==> config.mk <==
export PLATFORM = sky130hd
export DESIGN_NAME = pulse_count_relay_receiver
export DESIGN_NICKNAME = d
export VERILOG_FILES = /design/src/pcrr_pkg.sv /design/src/pcrr_front.sv /design/src/pcrr_queue.sv /design/src/pcrr_back.sv /design/src/pulse_count_relay_receiver.sv
export SDC_FILE = /design/constraint.sdc
export NUM_CORES = 1
export LEC_CHECK = 0
export BUFFER_PORTS_ARGS = -buffer_cell sky130_fd_sc_hd__buf_2
export CAP_MARGIN = 10
export CORE_UTILIZATION = 45
export CTS_BUF_LIST = sky130_fd_sc_hd__clkbuf_8 sky130_fd_sc_hd__clkbuf_16
export DETAILED_ROUTE_END_ITERATION = 10
export PLACE_DENSITY = 0.76
export RECOVER_POWER = 50
export SLEW_MARGIN = 20
export SYNTH_ARGS = -nofsm -noshare
export SYNTH_HDL_FRONTEND = slang
export SYNTH_HIERARCHICAL = 1
export SYNTH_SLANG_ARGS = --single-unit
==> constraint.sdc <==
create_clock -name clk_i -period 5 [get_ports clk_i]
set_input_delay 0.25 -clock clk_i [delete_from_list [all_inputs] [get_ports clk_i]]
set_output_delay 0.25 -clock clk_i [all_outputs]
set_load 0.02 [all_outputs]
==> src/pcrr_pkg.sv <==
`default_nettype none
package pcrr_pkg;

  localparam int unsigned FRAME_WORDS = 4;
  localparam int unsigned FW_IDX_W    = $clog2(FRAME_WORDS);
  localparam int unsigned QUEUE_DEPTH = 2;

  localparam int unsigned OP_W   = 2;
  localparam int unsigned CFG_IDX_W = 2;
  localparam int unsigned CFG_DATA_W = 8;

  // raw op codes on the input channel
  localparam logic [OP_W-1:0] OP_EDGE = 2'd0;
  localparam logic [OP_W-1:0] OP_GAP  = 2'd1;
  localparam logic [OP_W-1:0] OP_TICK = 2'd2;

  typedef enum logic [1:0] {
    EV_EDGE = 2'd0,
    EV_GAP  = 2'd1,
    EV_TICK = 2'd2,
    EV_NONE = 2'd3
  } ev_kind_e;

  typedef struct packed {
    ev_kind_e kind;
    logic     pressed;
  } item_t;

  typedef enum logic [CFG_IDX_W-1:0] {
    CFG_LOST_LIMIT      = 2'd0,
    CFG_PAIRING_TIMEOUT = 2'd1,
    CFG_HOLD_TICKS      = 2'd2,
    CFG_LEAD_PULSES     = 2'd3
  } cfg_reg_e;

  localparam logic [7:0] RST_LOST_LIMIT      = 8'd50;
  localparam logic [7:0] RST_PAIRING_TIMEOUT = 8'd250;
  localparam logic [4:0] RST_HOLD_TICKS      = 5'd16;
  localparam logic [3:0] RST_LEAD_PULSES     = 4'd4;
  localparam logic [7:0] RST_ADDRESS         = 8'd10;

  localparam logic [2:0] MODE_IDLE    = 3'd0;
  localparam logic [2:0] MODE_PAIRING = 3'd5;

  localparam logic [7:0] SYNC_MARK    = 8'h55;
  localparam logic [7:0] TRAILER      = 8'hAA;
  localparam logic [7:0] ADDR_BLINK_BASE = 8'd9;
  localparam logic [4:0] PAIR_LEAD_STEPS = 5'd3;
  localparam logic [4:0] BLINK_PAT_STEPS = 5'd8;
  localparam logic [4:0] BLINK_LAST      = 5'd16;

  // indicator pattern per mode, shifted out lsb first
  function automatic logic [7:0] blink_pattern(input logic [2:0] mode);
    logic [7:0] pat;
    case (mode)
      3'd0:    pat = 8'b1111_0000;
      3'd1:    pat = 8'b1000_0000;
      3'd2:    pat = 8'b1010_0000;
      3'd3:    pat = 8'b1010_1000;
      3'd4:    pat = 8'b1010_1010;
      default: pat = 8'b0000_0000;
    endcase
    return pat;
  endfunction

  function automatic logic [3:0] zone_onehot(input logic [2:0] mode);
    logic [3:0] z;
    case (mode)
      3'd1:    z = 4'b0001;
      3'd2:    z = 4'b0010;
      3'd3:    z = 4'b0100;
      3'd4:    z = 4'b1000;
      default: z = 4'b0000;
    endcase
    return z;
  endfunction

endpackage
`default_nettype wire

==> src/pcrr_front.sv <==
`default_nettype none
module pcrr_front (
  input  wire logic                        clk_i,
  input  wire logic                        rst_ni,
  input  wire logic                        in_valid_i,
  output logic                             in_ready_o,
  input  wire logic [pcrr_pkg::OP_W-1:0]   op_i,
  input  wire logic                        button_pressed_i,
  output logic                             push_valid_o,
  input  wire logic                        push_ready_i,
  output pcrr_pkg::item_t                  push_item_o
);

  logic            valid_q;
  pcrr_pkg::item_t item_q, item_d;

  assign in_ready_o   = !valid_q || push_ready_i;
  assign push_valid_o = valid_q;
  assign push_item_o  = item_q;

  always_comb begin
    item_d.pressed = button_pressed_i;
    case (op_i)
      pcrr_pkg::OP_EDGE: item_d.kind = pcrr_pkg::EV_EDGE;
      pcrr_pkg::OP_GAP:  item_d.kind = pcrr_pkg::EV_GAP;
      pcrr_pkg::OP_TICK: item_d.kind = pcrr_pkg::EV_TICK;
      default:           item_d.kind = pcrr_pkg::EV_NONE;
    endcase
  end

  always_ff @(posedge clk_i or negedge rst_ni) begin
    if (!rst_ni) begin
      valid_q <= 1'b0;
    end else if (in_ready_o) begin
      valid_q <= in_valid_i;
    end
  end

  always_ff @(posedge clk_i) begin
    if (in_valid_i && in_ready_o) begin
      item_q <= item_d;
    end
  end

endmodule
`default_nettype wire

==> src/pcrr_queue.sv <==
`default_nettype none
module pcrr_queue #(
  parameter int unsigned Depth = pcrr_pkg::QUEUE_DEPTH
) (
  input  wire logic            clk_i,
  input  wire logic            rst_ni,
  input  wire logic            push_valid_i,
  output logic                 push_ready_o,
  input  wire pcrr_pkg::item_t push_item_i,
  output logic                 pop_valid_o,
  input  wire logic            pop_ready_i,
  output pcrr_pkg::item_t      pop_item_o
);

  localparam int unsigned PtrW = (Depth > 1) ? $clog2(Depth) : 1;
  localparam int unsigned CntW = $clog2(Depth + 1);
  localparam logic [PtrW-1:0] PtrLast = PtrW'(Depth - 1);
  localparam logic [CntW-1:0] CntFull = CntW'(Depth);

  pcrr_pkg::item_t mem_q [Depth];
  logic [PtrW-1:0] wr_ptr_q, rd_ptr_q;
  logic [CntW-1:0] count_q;
  logic            push, pop;

  assign push_ready_o = (count_q != CntFull);
  assign pop_valid_o  = (count_q != '0);
  assign pop_item_o   = mem_q[rd_ptr_q];
  assign push = push_valid_i && push_ready_o;
  assign pop  = pop_valid_o && pop_ready_i;

  always_ff @(posedge clk_i or negedge rst_ni) begin
    if (!rst_ni) begin
      wr_ptr_q <= '0;
      rd_ptr_q <= '0;
      count_q  <= '0;
    end else begin
      if (push) begin
        wr_ptr_q <= (wr_ptr_q == PtrLast) ? '0 : wr_ptr_q + PtrW'(1);
      end
      if (pop) begin
        rd_ptr_q <= (rd_ptr_q == PtrLast) ? '0 : rd_ptr_q + PtrW'(1);
      end
      if (push && !pop) begin
        count_q <= count_q + CntW'(1);
      end else if (pop && !push) begin
        count_q <= count_q - CntW'(1);
      end
    end
  end

  always_ff @(posedge clk_i) begin
    if (push) begin
      mem_q[wr_ptr_q] <= push_item_i;
    end
  end

endmodule
`default_nettype wire

==> src/pcrr_back.sv <==
`default_nettype none
module pcrr_back (
  input  wire logic                              clk_i,
  input  wire logic                              rst_ni,
  input  wire logic                              cfg_valid_i,
  input  wire logic [pcrr_pkg::CFG_IDX_W-1:0]    cfg_index_i,
  input  wire logic [pcrr_pkg::CFG_DATA_W-1:0]   cfg_data_i,
  input  wire logic                              pop_valid_i,
  output logic                                   pop_ready_o,
  input  wire pcrr_pkg::item_t                   pop_item_i,
  output logic                                   out_valid_o,
  input  wire logic                              out_ready_i,
  output logic [2:0]                             mode_o,
  output logic [3:0]                             zone_drive_o,
  output logic                                   led_on_o,
  output logic                                   link_lost_o,
  output logic [7:0]                             paired_address_o,
  output logic                                   frame_accepted_o
);

  localparam int unsigned IdxW = pcrr_pkg::FW_IDX_W;

  // configuration registers
  logic [7:0] lost_limit_q, pair_timeout_q;
  logic [4:0] hold_ticks_q;
  logic [3:0] lead_pulses_q;

  // receiver state
  logic [2:0]      mode_q, mode_d;
  logic [7:0]      learned_q, learned_d;
  logic [7:0]      edge_q, edge_d;
  logic            pending_q, pending_d;
  logic [IdxW-1:0] widx_q, widx_d;
  logic [7:0]      lost_q, lost_d;
  logic [4:0]      hold_q, hold_d;
  logic [7:0]      pair_q, pair_d;
  logic [4:0]      blink_q, blink_d;
  logic            led_q, led_d;
  logic [7:0]      words_q [pcrr_pkg::FRAME_WORDS];

  logic            out_valid_q;
  logic            fire;
  logic            accepted;
  logic [7:0]      word;
  logic            restart;
  logic [IdxW-1:0] wr_idx;
  logic [7:0]      head;
  logic            frame_ok;
  logic            word_we;
  logic [4:0]      pair_step;
  logic [7:0]      addr_digits;
  logic [7:0]      blink_pat;

  assign pop_ready_o = !out_valid_q || out_ready_i;
  assign fire        = pop_valid_i && pop_ready_o;
  assign out_valid_o = out_valid_q;

  always_ff @(posedge clk_i or negedge rst_ni) begin
    if (!rst_ni) begin
      lost_limit_q   <= pcrr_pkg::RST_LOST_LIMIT;
      pair_timeout_q <= pcrr_pkg::RST_PAIRING_TIMEOUT;
      hold_ticks_q   <= pcrr_pkg::RST_HOLD_TICKS;
      lead_pulses_q  <= pcrr_pkg::RST_LEAD_PULSES;
    end else if (cfg_valid_i) begin
      case (cfg_index_i)
        pcrr_pkg::CFG_LOST_LIMIT:      lost_limit_q   <= cfg_data_i;
        pcrr_pkg::CFG_PAIRING_TIMEOUT: pair_timeout_q <= cfg_data_i;
        pcrr_pkg::CFG_HOLD_TICKS:      hold_ticks_q   <= cfg_data_i[4:0];
        pcrr_pkg::CFG_LEAD_PULSES:     lead_pulses_q  <= cfg_data_i[3:0];
        default: ;
      endcase
    end
  end

  // word assembly and frame check
  assign word     = edge_q - {4'b0000, lead_pulses_q};
  assign restart  = (word == learned_q) || (word == pcrr_pkg::SYNC_MARK);
  assign wr_idx   = restart ? '0 : widx_q;
  assign head     = (mode_q == pcrr_pkg::MODE_PAIRING) ? pcrr_pkg::SYNC_MARK : learned_q;
  assign frame_ok = (wr_idx == IdxW'(pcrr_pkg::FRAME_WORDS - 1)) && (words_q[0] == head)
                 && (words_q[1] == words_q[2]) && (word == pcrr_pkg::TRAILER);
  assign word_we  = (pop_item_i.kind == pcrr_pkg::EV_GAP) && pending_q;

  always_comb begin
    mode_d      = mode_q;
    learned_d   = learned_q;
    edge_d      = edge_q;
    pending_d   = pending_q;
    widx_d      = widx_q;
    lost_d      = lost_q;
    hold_d      = pop_item_i.pressed ? hold_q : 5'd0;
    pair_d      = pair_q;
    blink_d     = blink_q;
    led_d       = led_q;
    accepted    = 1'b0;
    pair_step   = '0;
    addr_digits = '0;
    blink_pat   = '0;
    case (pop_item_i.kind)
      pcrr_pkg::EV_EDGE: begin
        edge_d    = edge_q + 8'd1;
        pending_d = 1'b1;
      end
      pcrr_pkg::EV_GAP: begin
        if (pending_q) begin
          widx_d    = wr_idx + IdxW'(1);
          edge_d    = '0;
          pending_d = 1'b0;
          if (frame_ok) begin
            accepted = 1'b1;
            lost_d   = '0;
            if (mode_q == pcrr_pkg::MODE_PAIRING) begin
              if (learned_q != words_q[1]) begin
                learned_d = words_q[1];
                blink_d   = '0;
                pair_d    = '0;
              end
            end else if (words_q[1] <= {5'b00000, pcrr_pkg::MODE_PAIRING}) begin
              mode_d = words_q[1][2:0];
            end
          end
          if (mode_d != mode_q) begin
            blink_d = '0;
          end
        end
      end
      pcrr_pkg::EV_TICK: begin
        // indicator sequencer
        if (mode_d == pcrr_pkg::MODE_PAIRING) begin
          pair_step   = blink_d - pcrr_pkg::PAIR_LEAD_STEPS;
          addr_digits = learned_d - pcrr_pkg::ADDR_BLINK_BASE;
          if (blink_d < pcrr_pkg::PAIR_LEAD_STEPS) begin
            led_d = 1'b1;
          end else if (blink_d[0]) begin
            led_d = 1'b0;
          end else begin
            // one blink per address unit above the base
            led_d = (learned_d >= pcrr_pkg::ADDR_BLINK_BASE)
                 && ({4'b0000, pair_step[4:1]} < addr_digits);
          end
        end else if (lost_d > lost_limit_q) begin
          led_d = !led_d;
          if (mode_d != pcrr_pkg::MODE_IDLE) begin
            mode_d  = pcrr_pkg::MODE_IDLE;
            blink_d = '0;
          end
        end else if (blink_d < pcrr_pkg::BLINK_PAT_STEPS) begin
          blink_pat = pcrr_pkg::blink_pattern(mode_d);
          led_d     = blink_pat[blink_d[2:0]];
        end else begin
          led_d = 1'b0;
        end
        blink_d = blink_d + 5'd1;
        if (blink_d > pcrr_pkg::BLINK_LAST) begin
          blink_d = '0;
        end
        // lost-link timer
        if (lost_d <= lost_limit_q && lost_d != 8'hFF) begin
          lost_d = lost_d + 8'd1;
        end
        // long press enters pairing at once
        if (hold_d > hold_ticks_q) begin
          led_d   = 1'b1;
          mode_d  = pcrr_pkg::MODE_PAIRING;
          hold_d  = '0;
          pair_d  = '0;
          blink_d = '0;
        end else if (pop_item_i.pressed && hold_d <= hold_ticks_q && hold_d != 5'h1F) begin
          hold_d = hold_d + 5'd1;
        end
        if (mode_d == pcrr_pkg::MODE_PAIRING) begin
          if (pair_d != 8'hFF) begin
            pair_d = pair_d + 8'd1;
          end
          if (pair_d > pair_timeout_q) begin
            pair_d = '0;
            mode_d = pcrr_pkg::MODE_IDLE;
          end
        end
      end
      default: ;
    endcase
  end

  always_ff @(posedge clk_i or negedge rst_ni) begin
    if (!rst_ni) begin
      mode_q      <= pcrr_pkg::MODE_IDLE;
      learned_q   <= pcrr_pkg::RST_ADDRESS;
      edge_q      <= '0;
      pending_q   <= 1'b0;
      widx_q      <= '0;
      lost_q      <= '0;
      hold_q      <= '0;
      pair_q      <= '0;
      blink_q     <= '0;
      led_q       <= 1'b0;
      out_valid_q <= 1'b0;
    end else begin
      if (fire) begin
        mode_q    <= mode_d;
        learned_q <= learned_d;
        edge_q    <= edge_d;
        pending_q <= pending_d;
        widx_q    <= widx_d;
        lost_q    <= lost_d;
        hold_q    <= hold_d;
        pair_q    <= pair_d;
        blink_q   <= blink_d;
        led_q     <= led_d;
      end
      if (pop_ready_o) begin
        out_valid_q <= pop_valid_i;
      end
    end
  end

  always_ff @(posedge clk_i) begin
    if (fire && word_we) begin
      words_q[wr_idx] <= word;
    end
  end

  // result register
  always_ff @(posedge clk_i) begin
    if (fire) begin
      mode_o           <= mode_d;
      zone_drive_o     <= pcrr_pkg::zone_onehot(mode_d);
      led_on_o         <= led_d;
      link_lost_o      <= (lost_d > lost_limit_q);
      paired_address_o <= learned_d;
      frame_accepted_o <= accepted;
    end
  end

endmodule
`default_nettype wire

==> src/pulse_count_relay_receiver.sv <==
// path: an input transaction passes the front register and then the event queue, and the
// state update in the back end then loads the result register
// throughput: one event per cycle while out_ready_i does not stall the output, set by the state update in the back end
// reset: rst_ni low clears all control state and loads the register defaults
// and the default address; no clearing pass, events are taken right after reset
`default_nettype none
module pulse_count_relay_receiver #(
  parameter int unsigned QueueDepth = pcrr_pkg::QUEUE_DEPTH
) (
  input  wire logic                              clk_i,
  input  wire logic                              rst_ni,
  input  wire logic                              cfg_valid_i,
  output logic                                   cfg_ready_o,
  input  wire logic [pcrr_pkg::CFG_IDX_W-1:0]    cfg_index_i,
  input  wire logic [pcrr_pkg::CFG_DATA_W-1:0]   cfg_data_i,
  input  wire logic                              in_valid_i,
  output logic                                   in_ready_o,
  input  wire logic [pcrr_pkg::OP_W-1:0]         op_i,
  input  wire logic                              button_pressed_i,
  output logic                                   out_valid_o,
  input  wire logic                              out_ready_i,
  output logic [2:0]                             mode_o,
  output logic [3:0]                             zone_drive_o,
  output logic                                   led_on_o,
  output logic                                   link_lost_o,
  output logic [7:0]                             paired_address_o,
  output logic                                   frame_accepted_o
);

  logic            push_valid, push_ready;
  pcrr_pkg::item_t push_item;
  logic            pop_valid, pop_ready;
  pcrr_pkg::item_t pop_item;

  assign cfg_ready_o = 1'b1;

  pcrr_front u_front (
    .clk_i            (clk_i),
    .rst_ni           (rst_ni),
    .in_valid_i       (in_valid_i),
    .in_ready_o       (in_ready_o),
    .op_i             (op_i),
    .button_pressed_i (button_pressed_i),
    .push_valid_o     (push_valid),
    .push_ready_i     (push_ready),
    .push_item_o      (push_item)
  );

  pcrr_queue #(
    .Depth (QueueDepth)
  ) u_queue (
    .clk_i        (clk_i),
    .rst_ni       (rst_ni),
    .push_valid_i (push_valid),
    .push_ready_o (push_ready),
    .push_item_i  (push_item),
    .pop_valid_o  (pop_valid),
    .pop_ready_i  (pop_ready),
    .pop_item_o   (pop_item)
  );

  pcrr_back u_back (
    .clk_i            (clk_i),
    .rst_ni           (rst_ni),
    .cfg_valid_i      (cfg_valid_i),
    .cfg_index_i      (cfg_index_i),
    .cfg_data_i       (cfg_data_i),
    .pop_valid_i      (pop_valid),
    .pop_ready_o      (pop_ready),
    .pop_item_i       (pop_item),
    .out_valid_o      (out_valid_o),
    .out_ready_i      (out_ready_i),
    .mode_o           (mode_o),
    .zone_drive_o     (zone_drive_o),
    .led_on_o         (led_on_o),
    .link_lost_o      (link_lost_o),
    .paired_address_o (paired_address_o),
    .frame_accepted_o (frame_accepted_o)
  );

endmodule
`default_nettype wire
# Word level (Yosys, flattened, before mapping)
# Memories as Yosys holds them, arrays and structs flattened.
# Cells that the tools add are included.
# Widths: inputs -> output; s select.
[word_totals]
romBits = 0
output_inout_bits = 21
mem_bits_rw = 38
in_bits = 18
ff_bits = 101
mem_count = 2
latchBits = 0
[memory_table]
columns = ["name", "words", "width", "rd", "rd_ports_with_merged_regs", "write_ports", "line", "rtl"]
rows = [
  ["u_back.words_q", 4, 8, 3, 0, 1, "pcrr_back.sv:39", "logic [7:0] words_q [pcrr_pkg::FRAME_WORDS];"],
  ["u_queue.mem_q", 2, 3, 1, 0, 1, "pcrr_queue.sv:20", "pcrr_pkg::item_t mem_q [Depth];"],
]
[classes]
n_reduce_logical = 41
multipliers = 0
add_sub_neg = 13
shift = 0
bitwise_logic = 0
eq_ne = 36
mux = 81
div = 0
n_lt_le_gt_ge = 13
[ops]
columns = ["cell", "n"]
rows = [
  ["$mux 8", 25],
  ["$mux 5", 15],
  ["$pmux 8 s2", 3],
  ["$pmux 8 s5", 1],
  ["$mux 3", 13],
  ["$add 8x1->8 const B", 3],
  ["$eq 8x8->1", 3],
  ["$gt 8x8->1", 3],
  ["$ne 8x8->1 const B", 2],
  ["$pmux 4 s4", 1],
  ["$mux 1", 15],
  ["$logic_and 1x1->1", 14],
  ["$eq 3x2->1 const B", 4],
  ["$eq 3x3->1 const B", 4],
  ["$reduce_and 2->1", 6],
  ["$reduce_and 6->1", 2],
  ["$add 5x1->5 const B", 2],
  ["$eq 2x2->1 const B", 5],
  ["$pmux 5 s2", 1],
  ["$eq 8x7->1 const B", 1],
  ["$eq 8x8->1 const B", 1],
  ["$ge 8x4->1 const B", 1],
  ["$le 8x3->1 const B", 1],
  ["$le 8x8->1", 1],
  ["other kinds (34)", 57],
]

# Longest topological paths before layout
# Gate-level depths: netlist of run 1.
[depth]
word_depth = 15
mapped_depth = 29

# Modules after synthesis
# Netlist of run 1, hierarchy kept.
[by_module_without_submodules]
columns = ["mod", "instances", "area_per_inst_um2", "cells_per_inst"]
rows = [
  ["pcrr_back", 1, 7723.7, 807],
  ["pcrr_queue", 1, 425.4, 27],
  ["pcrr_front", 1, 151.4, 9],
  ["pulse_count_relay_receiver", 1, 11.3, 2],
]

# Worst setup path before layout of run 1
# OpenSTA, ideal clock, no wires.
[synth_path]
path_kind = "register to register"
startpoint = "register u_back.edge_q[0]"
endpoint = "register u_back.link_lost_o (data pin)"
path_buffers = 0
t_arrival_ps = 5263
setup_time_ps = 262
t_required_ps = 4738
setup_slack_ps = -525
synth_period_minus_slack_ps = 5525
stages_incl_launch_ff = 30
cell_sequence = "dfrtp_1 > inv_1 > ha_1 > inv_1 > fa_1 > a21o_1 > a2111oi_0 > xnor2_1 > xnor2_1 > or4_1 > nor3_1 > a31oi_1 > and2_1 > ha_1 > nand4b_1 > nor4_2 > nand4_2 > nor3_1 > o21bai_1 > o21bai_1 > a32o_1 > ha_1 > nor2b_1 > o21a_1 > o21ai_0 > nand2b_1 > a21oi_1 > nor2_1 > a211oi_1 > a21oi_1"
[synth_between]
elab_chain_len = 12
word_cells_on_any_way = 14
cone_classes = "add/sub (1); order compare (1); eq/ne (4); mux (4); reduce/logical (4)"
[synth_rtl]
columns = ["item", "line", "rtl"]
rows = [
  ["start, declared", "pcrr_back.sv:31", "logic [7:0] edge_q, edge_d;"],
  ["start signal, assigned", "pcrr_back.sv:202", "edge_q <= edge_d;"],
  ["$sub 8x4->8 *", "pcrr_back.sv:76", "assign word = edge_q - {4'b0000, lead_pulses_q};"],
  ["$eq 8x8->1 / $eq 8x7->1 (equally long branches)", "pcrr_back.sv:77", "assign restart = (word == learned_q) || (word == pcrr_pkg::SYNC_MARK);"],
  ["$logic_or 1x1->1", "pcrr_back.sv:77", ""],
  ["$mux 2", "pcrr_back.sv:78", "assign wr_idx = restart ? '0 : widx_q;"],
  ["$eq 2x2->1", "pcrr_back.sv:80", "assign frame_ok = (wr_idx == IdxW'(pcrr_pkg::FRAME_WORDS - 1)) && (words_q[0] == head)"],
  ["$logic_and 1x1->1", "pcrr_back.sv:80", ""],
  ["$logic_and 1x1->1", "pcrr_back.sv:81", "&& (words_q[1] == words_q[2]) && (word == pcrr_pkg::TRAILER);"],
  ["$logic_and 1x1->1 *", "pcrr_back.sv:81", ""],
  ["$mux 8 *", "pcrr_back.sv:109", "if (frame_ok) begin"],
  ["$mux 8 *", "pcrr_back.sv:105", "if (pending_q) begin"],
  ["$pmux 8 s2 *", "pcrr_back.sv:99", "case (pop_item_i.kind)"],
  ["net u_back.lost_d[1]", "pcrr_back.sv:34", "logic [7:0] lost_q, lost_d;"],
  ["$gt 8x8->1 *", "pcrr_back.sv:229", "link_lost_o <= (lost_d > lost_limit_q);"],
  ["end signal, assigned", "pcrr_back.sv:229", ""],
  ["end, declared", "pcrr_back.sv:16", "output logic link_lost_o,"],
]
# The timed path passes the listed nets; every way through them passes the cells marked *.
# A chain may end at the register's enable or synchronous reset.

# Worst setup path after layout of run 1
# Same ends and word-level chain as after synthesis.

==> impl_summary.md, run 1 <==
Outcome
The run finished, with violations left. The final reports fail on negative setup slack.

Die
The die boundary height is 137.9 µm. In this run the horizontal extent of the chip is 137.9 µm. In this run the core area contains slightly below 50 standard-cell rows. Once the floorplan was initialized, standard cells occupied 46.11% of the core. The area of the die is 19020 µm². During I/O placement, the number of pins put on the boundary was 39. The core area is 18020 µm².

Clock tree
The count of H-tree levels built during CTS is 4. The maximum number of buffers from clock root to sink is 2. The clock tree from TritonCTS is built. The root cell of the clock tree is clkbuf_16.

Clock-pin slew was measured on the worst setup and hold paths at 0.06 ns. The clock latency of the later-clocked register in the worst-skew pair is 0.43 ns. The clock net sink count is 131. In this run, CTS created clock tree buffers numbering 17.

Logic synthesis
The count of flip-flops with a built-in enable after synthesis is 51. The number of distinct library cell variants in the gate-level netlist after synthesis is 77. The cell area that synthesis handed to floorplanning was 8312 µm². The sequential element share of the synthesized area is 42.71%.

During synthesis, Yosys emitted a total of 6 warnings. The async set-or-reset flop fraction in the synthesized netlist is 61.07%. The main flop type after synthesis is dfrtp_1.

Counting every instance in the synthesized netlist gives around 850. The post-synth net total is 915. Counting flops and latches in the post-synthesis netlist gives 131.

The average instance in the mapped netlist occupies 9.836 µm².

Global routing
The total routing resource utilization after global routing is 21.23%. The first global-routing pass estimated 30940 µm of wire. The remaining global-route overflow is 0. Entering global routing, the biggest net connects 70 pins.

The via count of the first global-routing pass is 6328. The initial antenna violation count came to 0.

STA
The pin slew with the least headroom to its limit is 0.8809 ns. Setup violations remaining at the end of the flow were counted as 2. The clock arrives with 0.007437 ns of skew.

The minimum hold slack is roughly 0.026 ns. The number of endpoints with negative hold slack in the final report was 0. The worst slew margin relative to its limit is approximately 41%. The maximum achievable frequency is 193.6 MHz. Setup repair after global routing could not meet its margin everywhere.

The worst setup margin is -0.1641 ns. The max-slew violation count is 0. The part of the cycle the worst path needs is 103.3%. The clock period minus final worst setup slack is 5.164 ns. The post-route setup TNS is -0.1807 ns.

Worst setup path
The critical path start-end classification is reg -> reg. For the worst setup path, the data arrival time is 5.35 ns. For this design, the slowest cell found on the critical path is dfrtp_1. STA classifies the critical path endpoint as a flip-flop. The delay of the slowest critical-path stage is 0.38 ns. The worst setup path is launched from a flip-flop. Data on the critical path is required at its endpoint by just over 5 ns.

Along the worst path, the maximum fanout reaches 3.

Drt
The ratio of routed vias to standard cells is 5.773. In this run, the number of DRC markers left after iteration 0 of detailed routing was 433. The via total after detailed routing is 6604. Dividing the detail-routed wire length by the instance count gives 16.55 µm. Before antenna repair, the detailed router went through 6 iterations. The count of antenna-violating nets left after detailed routing is 0. The total detailed-routing wirelength is 18940 µm. For this run, design rule violations remaining after detail routing come to 0.

Place
The quantity of I/O buffers inserted on ports is 37. At the placement stage, the worst setup path has a slack of -0.1385 ns. The count of placed standard cells including taps is 1100. Detailed placement ended at an HPWL of 13290 µm. Routability-driven placement finished with a final weighted congestion of 0.9100.

Layout
The multi-input logic area is 4527 µm². Once layout is complete, the cells apart from fillers number 1144. The area growth from synthesis to final layout is 16.69%. The antenna cell count is 0. Of the cells placed in the final design, the portion with a size suffix greater than 1 is 19.89%.

The final net count is around 970. In the final layout, flip-flops and latches occupy around 3500 µm². The fill cell instance count of the final layout is 1580.

Min path
The tightest min-delay check is of the in -> reg type.

Power
The total power per unit cell area is around 480 nW/µm². Across the VDD grid, the largest voltage drop is 0.0003834 V. After layout, the design draws a total of 4644 µW.

The static leakage power is 0.004077 µW.

Run
The tool flagged a number of max-cap violations equal to 0.
-- flip-flops by register name (all words and copies together) (netlist names), 5 cells and up --
register	flops
u_back/blink_q	5
u_back/edge_q	8
u_back/hold_q	5
u_back/hold_ticks_q	5
u_back/learned_q	8
u_back/lost_limit_q	8
u_back/lost_q	8
u_back/pair_q	8
u_back/pair_timeout_q	8
u_back/paired_address_o	8
u_back/words_q	24
u_queue/mem_q	6
-- stage by stage --
step | util (%) | cell area, µm²
2_1_floorplan | - | 8349
3_3_place_gp | 49.26 | 8879
3_5_place_dp | 49.26 | 8879
4_1_cts | 53.10 | 9570
5_1_grt | 53.81 | 9699
6_report | 53.81 | 9699
-- kinds of logic (layout without fill, tap and decap cells) --
kind of cell / after synthesis / in the layout / synth area share (%)
AOI/OAI and AO/OA: 193 / 193 / 15.38
xor gates and xnor gates: 53 / 53 / 5.585
adders and majority gates: 52 / 52 / 7.918
buffers and inverters: 91 / 161 / 4.335
DFF: 131 / 131 / 42.71
muxes: 43 / 43 / 5.750
other: 1 / 1 / 0.04512
and+or+nand+nor: 281 / 281 / 18.28
-- path summary, 6_finish.rpt --
kind,end,startpoint,cells after the start,slack (ns)
setup / recovery,u_back/link_lost_o,u_back/edge_q[0],29,-0.16
hold / removal,u_front/push_valid_o,in_valid_i,2,0.03
setup reg to reg,u_back/link_lost_o,u_back/edge_q[0],29,-0.16
hold reg to reg,u_queue/mem_q[0][1],u_front/push_item_o[1],0,0.44
max in group asynchronous,u_back/hold_q[3],rst_ni,3,3.26
min in group asynchronous,u_back/blink_q[2],rst_ni,2,0.39
-- metal layers --
layer | vias to the layer above | global-route usage [%] | share of wire, %
met5 | - | 0 | 0
met4 | 0 | 7.428 | 1.7
met3 | 32 | 4.788 | 5.7
met2 | 199 | 34.03 | 47
met1 | 3169 | 28.14 | 46
li1 | 3204 | - | -
-- where the power goes --
group | switching, µW | leakage, µW | internal (µW)
clock | 491 | 0.000301 | 837
combinational | 1050 | 0.00228 | 700
sequential | 167 | 0.00149 | 1400
-- Yosys cell counts, types with 4 or more instances --
master | count | share of area [%]
mux2_2 | 30 | 4.1
o211ai_1 | 4 | 0.36
nand3_1 | 22 | 1.3
a21boi_0 | 4 | 0.36
o31ai_1 | 8 | 0.72
inv_1 | 47 | 2.1
nor2_1 | 43 | 1.9
clkbuf_1 | 34 | 1.5
nand2_1 | 77 | 3.5
edfxtp_1 | 51 | 18
nand2b_1 | 13 | 0.98
o2bb2ai_1 | 10 | 1.1
nor2b_1 | 11 | 0.83
a21o_1 | 5 | 0.45
ha_1 | 51 | 7.7
xor2_1 | 20 | 2.1
xnor2_1 | 33 | 3.5
dfrtp_1 | 67 | 20
and4_1 | 4 | 0.42
nor4_1 | 9 | 0.68
mux2i_1 | 5 | 0.60
and2_1 | 13 | 0.98
and3_1 | 18 | 1.4
dfstp_2 | 13 | 4.1
o22ai_1 | 4 | 0.30
nor3_1 | 18 | 1.1
a21oi_1 | 38 | 2.3
o21a_1 | 6 | 0.54
mux2_1 | 8 | 1.1
nand4_1 | 13 | 0.98
nand3b_1 | 7 | 0.63
buf_2 | 6 | 0.36
o21ai_0 | 60 | 3.6
a31oi_1 | 9 | 0.68
a22o_1 | 11 | 1.2
-- layout by cell type, fill, tap and decap left out, types with 6 or more instances in the layout --
cell type | netlist | routed
nor3_1 | 18 | 16
o31ai_1 | 8 | 8
and3_1 | 18 | 18
nor4_1 | 9 | 8
o21a_1 | 6 | 6
clkbuf_16 | 0 | 17
edfxtp_1 | 51 | 51
a31oi_1 | 9 | 7
mux2_2 | 30 | 29
dfrtp_1 | 67 | 67
and2_1 | 13 | 13
nand2b_1 | 13 | 14
nor2_1 | 43 | 43
mux2_1 | 8 | 8
a21oi_1 | 38 | 38
nand4_1 | 13 | 13
o2bb2ai_1 | 10 | 10
buf_4 | 1 | 36
o21ai_0 | 60 | 57
inv_1 | 47 | 46
dfstp_2 | 13 | 12
nand2_1 | 77 | 77
ha_1 | 51 | 49
nand3b_1 | 7 | 7
nor2b_1 | 11 | 10
xor2_1 | 20 | 20
a22o_1 | 11 | 11
xnor2_1 | 33 | 32
nand3_1 | 22 | 22
buf_2 | 6 | 35
-- what timing repair did --
item,in CTS,in global routing
endpoints found under the setup margin,5,28
gates cloned,0,0
pin swaps,1,4
hold buffers,4,0
setup buffers,1,7
endpoints found under the hold margin,14,0
gates resized for setup,3,20
-- critical path, delay by kind of cell (launching register included) --
kind / cells / cell delay (ns)
compound gates: 11 / 1.93
simple gates: 10 / 1.28
fa+ha+maj: 4 / 0.90
flops: 1 / 0.38
xor+xnor: 2 / 0.30
buf+inv: 2 / 0.10
-- area by class of cell --
cell class / count / area share (%)
inverters: 49 / 1.896
clock inverters: 15 / 2.141
multi-input cells: 623 / 46.67
well taps: 229 / 2.954
clock buffers: 17 / 4.386
flip-flops and latches: 131 / 36.60
repair buffers: 80 / 5.353
Power figures use the tool's default switching activity.
==> inputs of run 2 (changes only) <==
CORE_ASPECT_RATIO = 0.7   (was not set)
GPL_ROUTABILITY_DRIVEN = 0   (was not set)
==> run 2 against run 1 <==
The flow finishes with violations (max-capacitance violations, max-slew violations, negative setup slack); sequential cell count stayed put; cell area is 0.26% lower; die area hardly changed; sequential power hardly changed; worst hold slack worse by 0.0068 ns; final cell count is 0.17% higher; clock skew is 0.0042 ns higher; clock power hardly changed; non-clock buffer count is 5 lower; critical path depth stayed put; fmax is 2.3% lower; critical endpoint unchanged.
==> impl_summary.md, run 2 (same netlist as run 1, synthesis figures left out) <==
Worst setup path
The required time at the endpoint of the critical path is 5.18 ns. The critical path is of the reg -> reg type. The setup slack on the worst flop-to-flop path is -0.29 ns. The kind of capture point of the worst setup path is a flip-flop.

The maximum fanout along the worst path is 3. Among all stages on the critical path, the largest delay is contributed by dfrtp_1. The critical path's top delay family is compound AO/OA/AOI/OAI gates. STA classifies the critical path startpoint as a flip-flop. Counting both buffers and inverters, the worst setup path holds a total of 2. The data arrival time of the critical path is ~5.5 ns. The delay of the slowest critical-path stage is ~0.37 ns.

Min path
The tightest min-delay check is of the in -> reg type.

Layout
The flip-flop count of the largest register after layout is 24. The repair_antennas step left the layout with diodes totalling 0. Summing all multi-input logic gate instances after layout gives 4551 µm². Leaving out fill and tap cells, the most frequent cell in the layout is nand2_1. Of the cells placed in the final design, the portion with a size suffix greater than 1 is 19.01%. The final net count is 967. In the layout the commonest cells are 75 x nand2_1, 67 x dfrtp_1, 55 x o21ai_0. Summing all flip-flop and latch instances after layout gives 3550 µm². At the end of the flow the core is filled with cells to 53.58%. The finished layout holds 1146 standard cells, fillers aside. Ranked by flip-flop count, first place goes to u_back/words_q. The fill cell instance count of the final layout is 1554. The area growth from synthesis to final layout is 16.39%.

Outcome
The run finished, with violations left. The checks that failed: max-capacitance violations, max-slew violations, negative setup slack.

STA
Setup violations remaining at the end of the flow were counted as 1. The minimum hold slack is between 0.015 and 0.02 ns. The max-slew violation count is 81. The largest clock skew in the final design is 0.01163 ns. The maximum achievable frequency is 189.1 MHz. The number of endpoints with negative hold slack in the final report is 0. The worst pin sits at a relative slew slack of -191.2%. The part of the cycle the worst path needs is 105.8%.

Setup repair after global routing could not meet its margin everywhere. At the pin with the least slew margin, the transition time is between 4 and 5 ns. After layout, the minimum clock period comes to 5.288 ns. In the post-route analysis, the smallest setup slack over all paths is -0.2876 ns.

Die
The die covers 19030 µm². The total area inside the core boundary comes to 18060 µm². The initialized floorplan defines 41 standard-cell rows. For this configuration, the core starts out at a cell density of between 40% and 50%.

The die boundary width is 164.4 µm. The floorplan step set the die height to 115.7 µm. 39 I/O pins were placed.

Drt
The DRC violation count after routing is 0. The count of TritonRoute iterations in the first routing pass is 5. Dividing the detail-routed via count by the number of cells gives 5.789. The first routing iteration left 659 violations.

The final layout contains routed wiring with a total length of 19550 µm. The detail-routed net length per standard cell is approximately 17 µm. The via total after detailed routing is 6634. The count of antenna-violating nets left after detailed routing is 0.

Place
Summed over all nets, the half-perimeter wirelength after detailed placement is between 10000 and 15000 µm. The quantity of I/O buffers inserted on ports is 37. The worst setup slack after placement is -0.1814 ns. The count of placed standard cells including taps is 1106.

Global routing
The largest net degree at the start of global routing is 81. The layer carrying the most global-route usage is met1. The via count of the first global-routing pass is 6136. For met3 alone, demand over resource in global routing was 4.402%. The global-route wire length before repair is 31960 µm. The remaining global-route overflow is 0. The total routing resource utilization after global routing is 21.80%.

In the global route stage, met2 resource usage came out at 31.95%. The initial antenna violation count came to 0. In the global route stage, met1 resource usage came out at around a third.

Power
The worst-case vdd ir drop is 0.0002693 V. The completed layout was analyzed and its total power is 4619 µW. In this run the static leakage power is 0.004013 µW. The total power per unit cell area is 477.5 nW/µm².

Clock tree
TritonCTS built the clock tree. Clock-pin slew was measured on the worst setup and hold paths at 0.06 ns. The clock net sink count is 131. The H-tree generated during clock tree synthesis spans 4 levels. The clock passes through at most 2 buffers. TritonCTS created 17 clock buffers. CTS placed an instance of clkbuf_16 at the clock tree root. The later pin in the worst-skew pair is clocked with a latency of 0.43 ns.

Run
The number of violations of the max-capacitance limit is 1.
run 2: area by class of cell:
cell class,instances,area share (%)
clock inverters,14,1.824
inverters,49,1.901
flip-flops and latches,131,36.69
multi-input cells,623,47.04
repair buffers,75,4.953
well taps,236,3.052
clock buffers,18,4.540
run 2: repair_timing:
action,CTS,global route
hold buffers,3,1
resized for setup,0,37
buffers inserted,2,2
setup endpoints to repair,6,30
hold endpoints to repair,3,67
pin swaps,1,6
run 2: worst paths after layout:
| path | startpoint | endpoint | depth (start not counted) |
|---|---|---|---|
| hold reg to reg | u_front/push_item_o[0] | u_queue/mem_q[0][0] | 0 |
| min in group asynchronous | rst_ni | u_back/hold_q[0] | 2 |
| max in group asynchronous | rst_ni | u_queue/wr_ptr_q | 2 |
| setup / recovery | u_back/edge_q[0] | u_back/link_lost_o | 29 |
| hold / removal | in_valid_i | u_front/push_valid_o | 2 |
| setup reg to reg | u_back/edge_q[0] | u_back/link_lost_o | 29 |
run 2: report_power, final:
group / switching [µW] / internal, µW
combinational: 1060 / 687
sequential: 170 / 1400
clock: 504 / 802
run 2: through the flow:
step	cell area, µm²	setup TNS [ns]
after detailed placement	8880	-0.1814
after CTS	9540	-0.2645
after global routing	9674	-28.58
after global placement	8880	-0.01595
final	9674	-0.2876
after floorplan	8349	-0.02426
run 2: metal layers:
layer | wire length, µm | up-vias
met2 | 8484 | 216
li1 | - | 3187
met1 | 9637 | 3211
met5 | 0 | -
met4 | 250 | 0
met3 | 1178 | 20
==> inputs of run 3 (changes only) <==
PLACE_DENSITY = 0.65   (was 0.76)
==> run 3 against run 2 <==
The run ends with negative setup slack left; core utilization grew 0.15 points; worst hold slack gained 0.0077 ns; clock skew shrank 0.0020 ns; sequential share of layout area down 0.10 points; global-route usage up 0.45 points; critical path depth did not move; first-iteration DRC count fell by 19%; setup slack better by 0.18 ns; final cell count grew 0.87%; combinational power is essentially flat; clock power down 5%; critical endpoint unchanged; largest power group unchanged.
==> impl_summary.md, run 3 (same netlist as run 1, synthesis figures left out) <==
Drt
Dividing the detail-routed via count by the number of cells gives about 5.7. For this run, design rule violations remaining after detail routing come to 0. For this run, the detailed router's first-pass iteration total came to 5. The first routing iteration left roughly 540 violations. The via total after detailed routing is 6554.

The count of nets left with antenna violations once routing finished came out at 0. In the final routed layout, each cell accounts on average for between 15 and 20 µm. After detailed routing, the total wire length is 19910 µm.

Die
The floorplan row count is 41. The core area is 18060 µm². In this run the vertical extent of the chip is 115.7 µm. The die boundary width is about 160 µm. The starting utilization of the core area is 46.03%. The area of the die is approximately 19000 µm². The number of top-level pins is 39.

STA
Setup repair after global routing could not meet its margin everywhere. The largest clock skew in the final design is a little under 0.01 ns. Setup violations remaining at the end of the flow were counted as 1. At the pin with the least slew margin, the transition time is 0.8758 ns. Adding up every negative setup slack in the final design gives -0.1122 ns. The number of endpoints with negative hold slack in the final report was 0. The worst path in the final design needs a cycle of 5.112 ns, including I/O delays and setup. Hold is met by 0.02651 ns. The worst pin sits at a relative slew slack of between 40% and 50%.

The max-slew violation count is 0. The worst setup margin is -0.1122 ns. Timing would allow up to between 150 and 200 MHz. Dividing the final minimum period by the clock period gives 102.2%.

Worst setup path
The kind of capture point of the worst setup path is a flip-flop. The data arrival time of the critical path is 5.29 ns. The critical path's slowest cell is dfrtp_1. STA classifies the critical path startpoint as a flip-flop. Along the worst path, the maximum fanout reaches 3. The required time at the endpoint of the critical path is 5.18 ns.

The source of the critical timing path is u_back/edge_q[0]. The critical path is of the reg -> reg type. For this run, the slowest stage of the critical path takes 0.38 ns. The worst register-to-register path begins at u_back/edge_q[0].

Global routing
The initial antenna violation count is 0. The total routing resource utilization after global routing is 22.26%. The via count of the first global-routing pass was 6020. Entering global routing, the biggest net connects 77 pins. The total overflow left after global routing is 0.

The global-route wire length before repair is 32480 µm.

Power
Of the total power, the share spent switching nets is 38.06%. Registers are responsible for approximately a third of the overall power. Per report_power, the clock group accounts for 27.1% of the total. The share of total power in combinational logic is between 30% and 40%. The internal power of the cells totals about 2800 µW. The design draws 4586 µW. Dividing total power by cell area gives a power density of 472.7 nW/µm². IR analysis of the VDD net gives a maximum drop of 0.0002575 V.

Summed over all nets, the switching power comes to 1746 µW. For this design the static power due to leakage is 0.004084 µW.

Place
The total placed instance area is 8925 µm². After legalization and detailed placement, the total HPWL measured approximately 14000 µm. Input and output buffers added on the ports amount to 37.

Layout
The top cell types in the final layout, fill and taps aside, are 77 x nand2_1, 67 x dfrtp_1, 58 x o21ai_0. Cells with a size suffix above 1 make up between 20 and 25% of the layout. 0 antenna diodes ended up in the layout. Fill cells in the final layout number roughly 1.6k. The finished cells cover 9702 µm². The register with the most flip-flops in the layout has 24 of them. The area growth from synthesis to final layout is 16.72%. At the end of the flow, the number of nets in the layout was 977. The register ranked first by flip-flop count is u_back/words_q. The commonest non-fill, non-tap cell in the layout is nand2_1.

Min path
In this run the most critical hold path is launched from in_valid_i. The worst hold-check path type is in -> reg.

Clock tree
The clock latency of the later-clocked register in the worst-skew pair is 0.43 ns. The root cell of the clock tree is clkbuf_16. The clock net sink count is 131. The H-tree was split into 4 levels. Clock tree synthesis inserted a total of 17 buffers.

The clock tree from TritonCTS is built. After clock tree synthesis, the clock-pin slew on the worst setup and hold paths is 0.06 ns. The maximum number of buffers from clock root to sink is 2.

Outcome
The checks that failed: negative setup slack. The run finished, with violations left.

Run
The number of violations of the max-capacitance limit is 0.
-- run 3: cell types whose count changed in the layout (fill, tap and decap cells not counted), moves of 3 or more --
cell / change
buf_4: +11
buf_2: +8
o21ai_0: +3
inv_6: +3
clkbuf_1: -8
-- run 3: per-layer routing --
layer	vias up	track usage, %	wire length (µm)
li1	3211	-	-
met1	3157	34.51	10530
met2	172	30.63	8139
met3	14	5.583	1101
met4	0	5.138	138
met5	-	0	0
-- run 3: power by group through the flow --
stage	Sequential, µW	Combinational (µW)	Clock [µW]
finish	1570	1770	1240
CTS	1570	1710	1270
floorplan	1600	1140	0
global placement	1580	1680	0
detailed placement	1590	1700	0
global route	1600	1970	1320
-- run 3: final timing paths --
kind                       slack, ns  cells past startpoint                   end
max                            -0.11                     29    u_back/link_lost_o
min                             0.03                      2  u_front/push_valid_o
max in group asynchronous       3.80                      3      u_back/edge_q[3]
max reg2reg                    -0.11                     29    u_back/link_lost_o
min in group asynchronous       0.20                      2      u_back/hold_q[4]
min reg2reg                     0.45                      0   u_queue/mem_q[1][0]
-- run 3: area by class of cell --
| class | instances | area, µm² | area share, % |
|---|---|---|---|
| clock buffers | 18 | 450.4 | 4.643 |
| clock inverters | 14 | 140.1 | 1.444 |
| inverters | 49 | 183.9 | 1.896 |
| multi-input cells | 623 | 4522 | 46.61 |
| flip-flops and latches | 131 | 3550 | 36.59 |
| well taps | 236 | 295.3 | 3.044 |
| repair buffers | 85 | 560.5 | 5.778 |
-- run 3: critical path: cells and delay by family (launching register included) --
family | cells | cell delay [ns]
XOR/XNOR | 2 | 0.33
flip-flops | 1 | 0.38
adder cells (fa/ha/maj) | 4 | 0.89
AO/OA/AOI/OAI | 11 | 1.84
AND/OR/NAND/NOR | 10 | 1.31
buffers and inverters | 2 | 0.10
-- run 3: what timing repair did --
item | CTS | global route
gates resized for setup | 1 | 22
hold buffers | 4 | 0
gates cloned | 0 | 0
pin swaps | 1 | 5
hold endpoints to repair | 7 | 0
setup buffers | 0 | 8
endpoints found under the setup margin | 4 | 31
-- run 3: stage by stage --
step           util (%)  cells  setup slack, ns
2_1_floorplan         -    845         -0.02426
3_3_place_gp      49.42   1112        -0.007115
3_5_place_dp      49.42   1112          -0.1987
4_1_cts           52.95   1148          -0.2191
5_1_grt           53.73   1156          -0.5273
6_report          53.73   1156          -0.1122
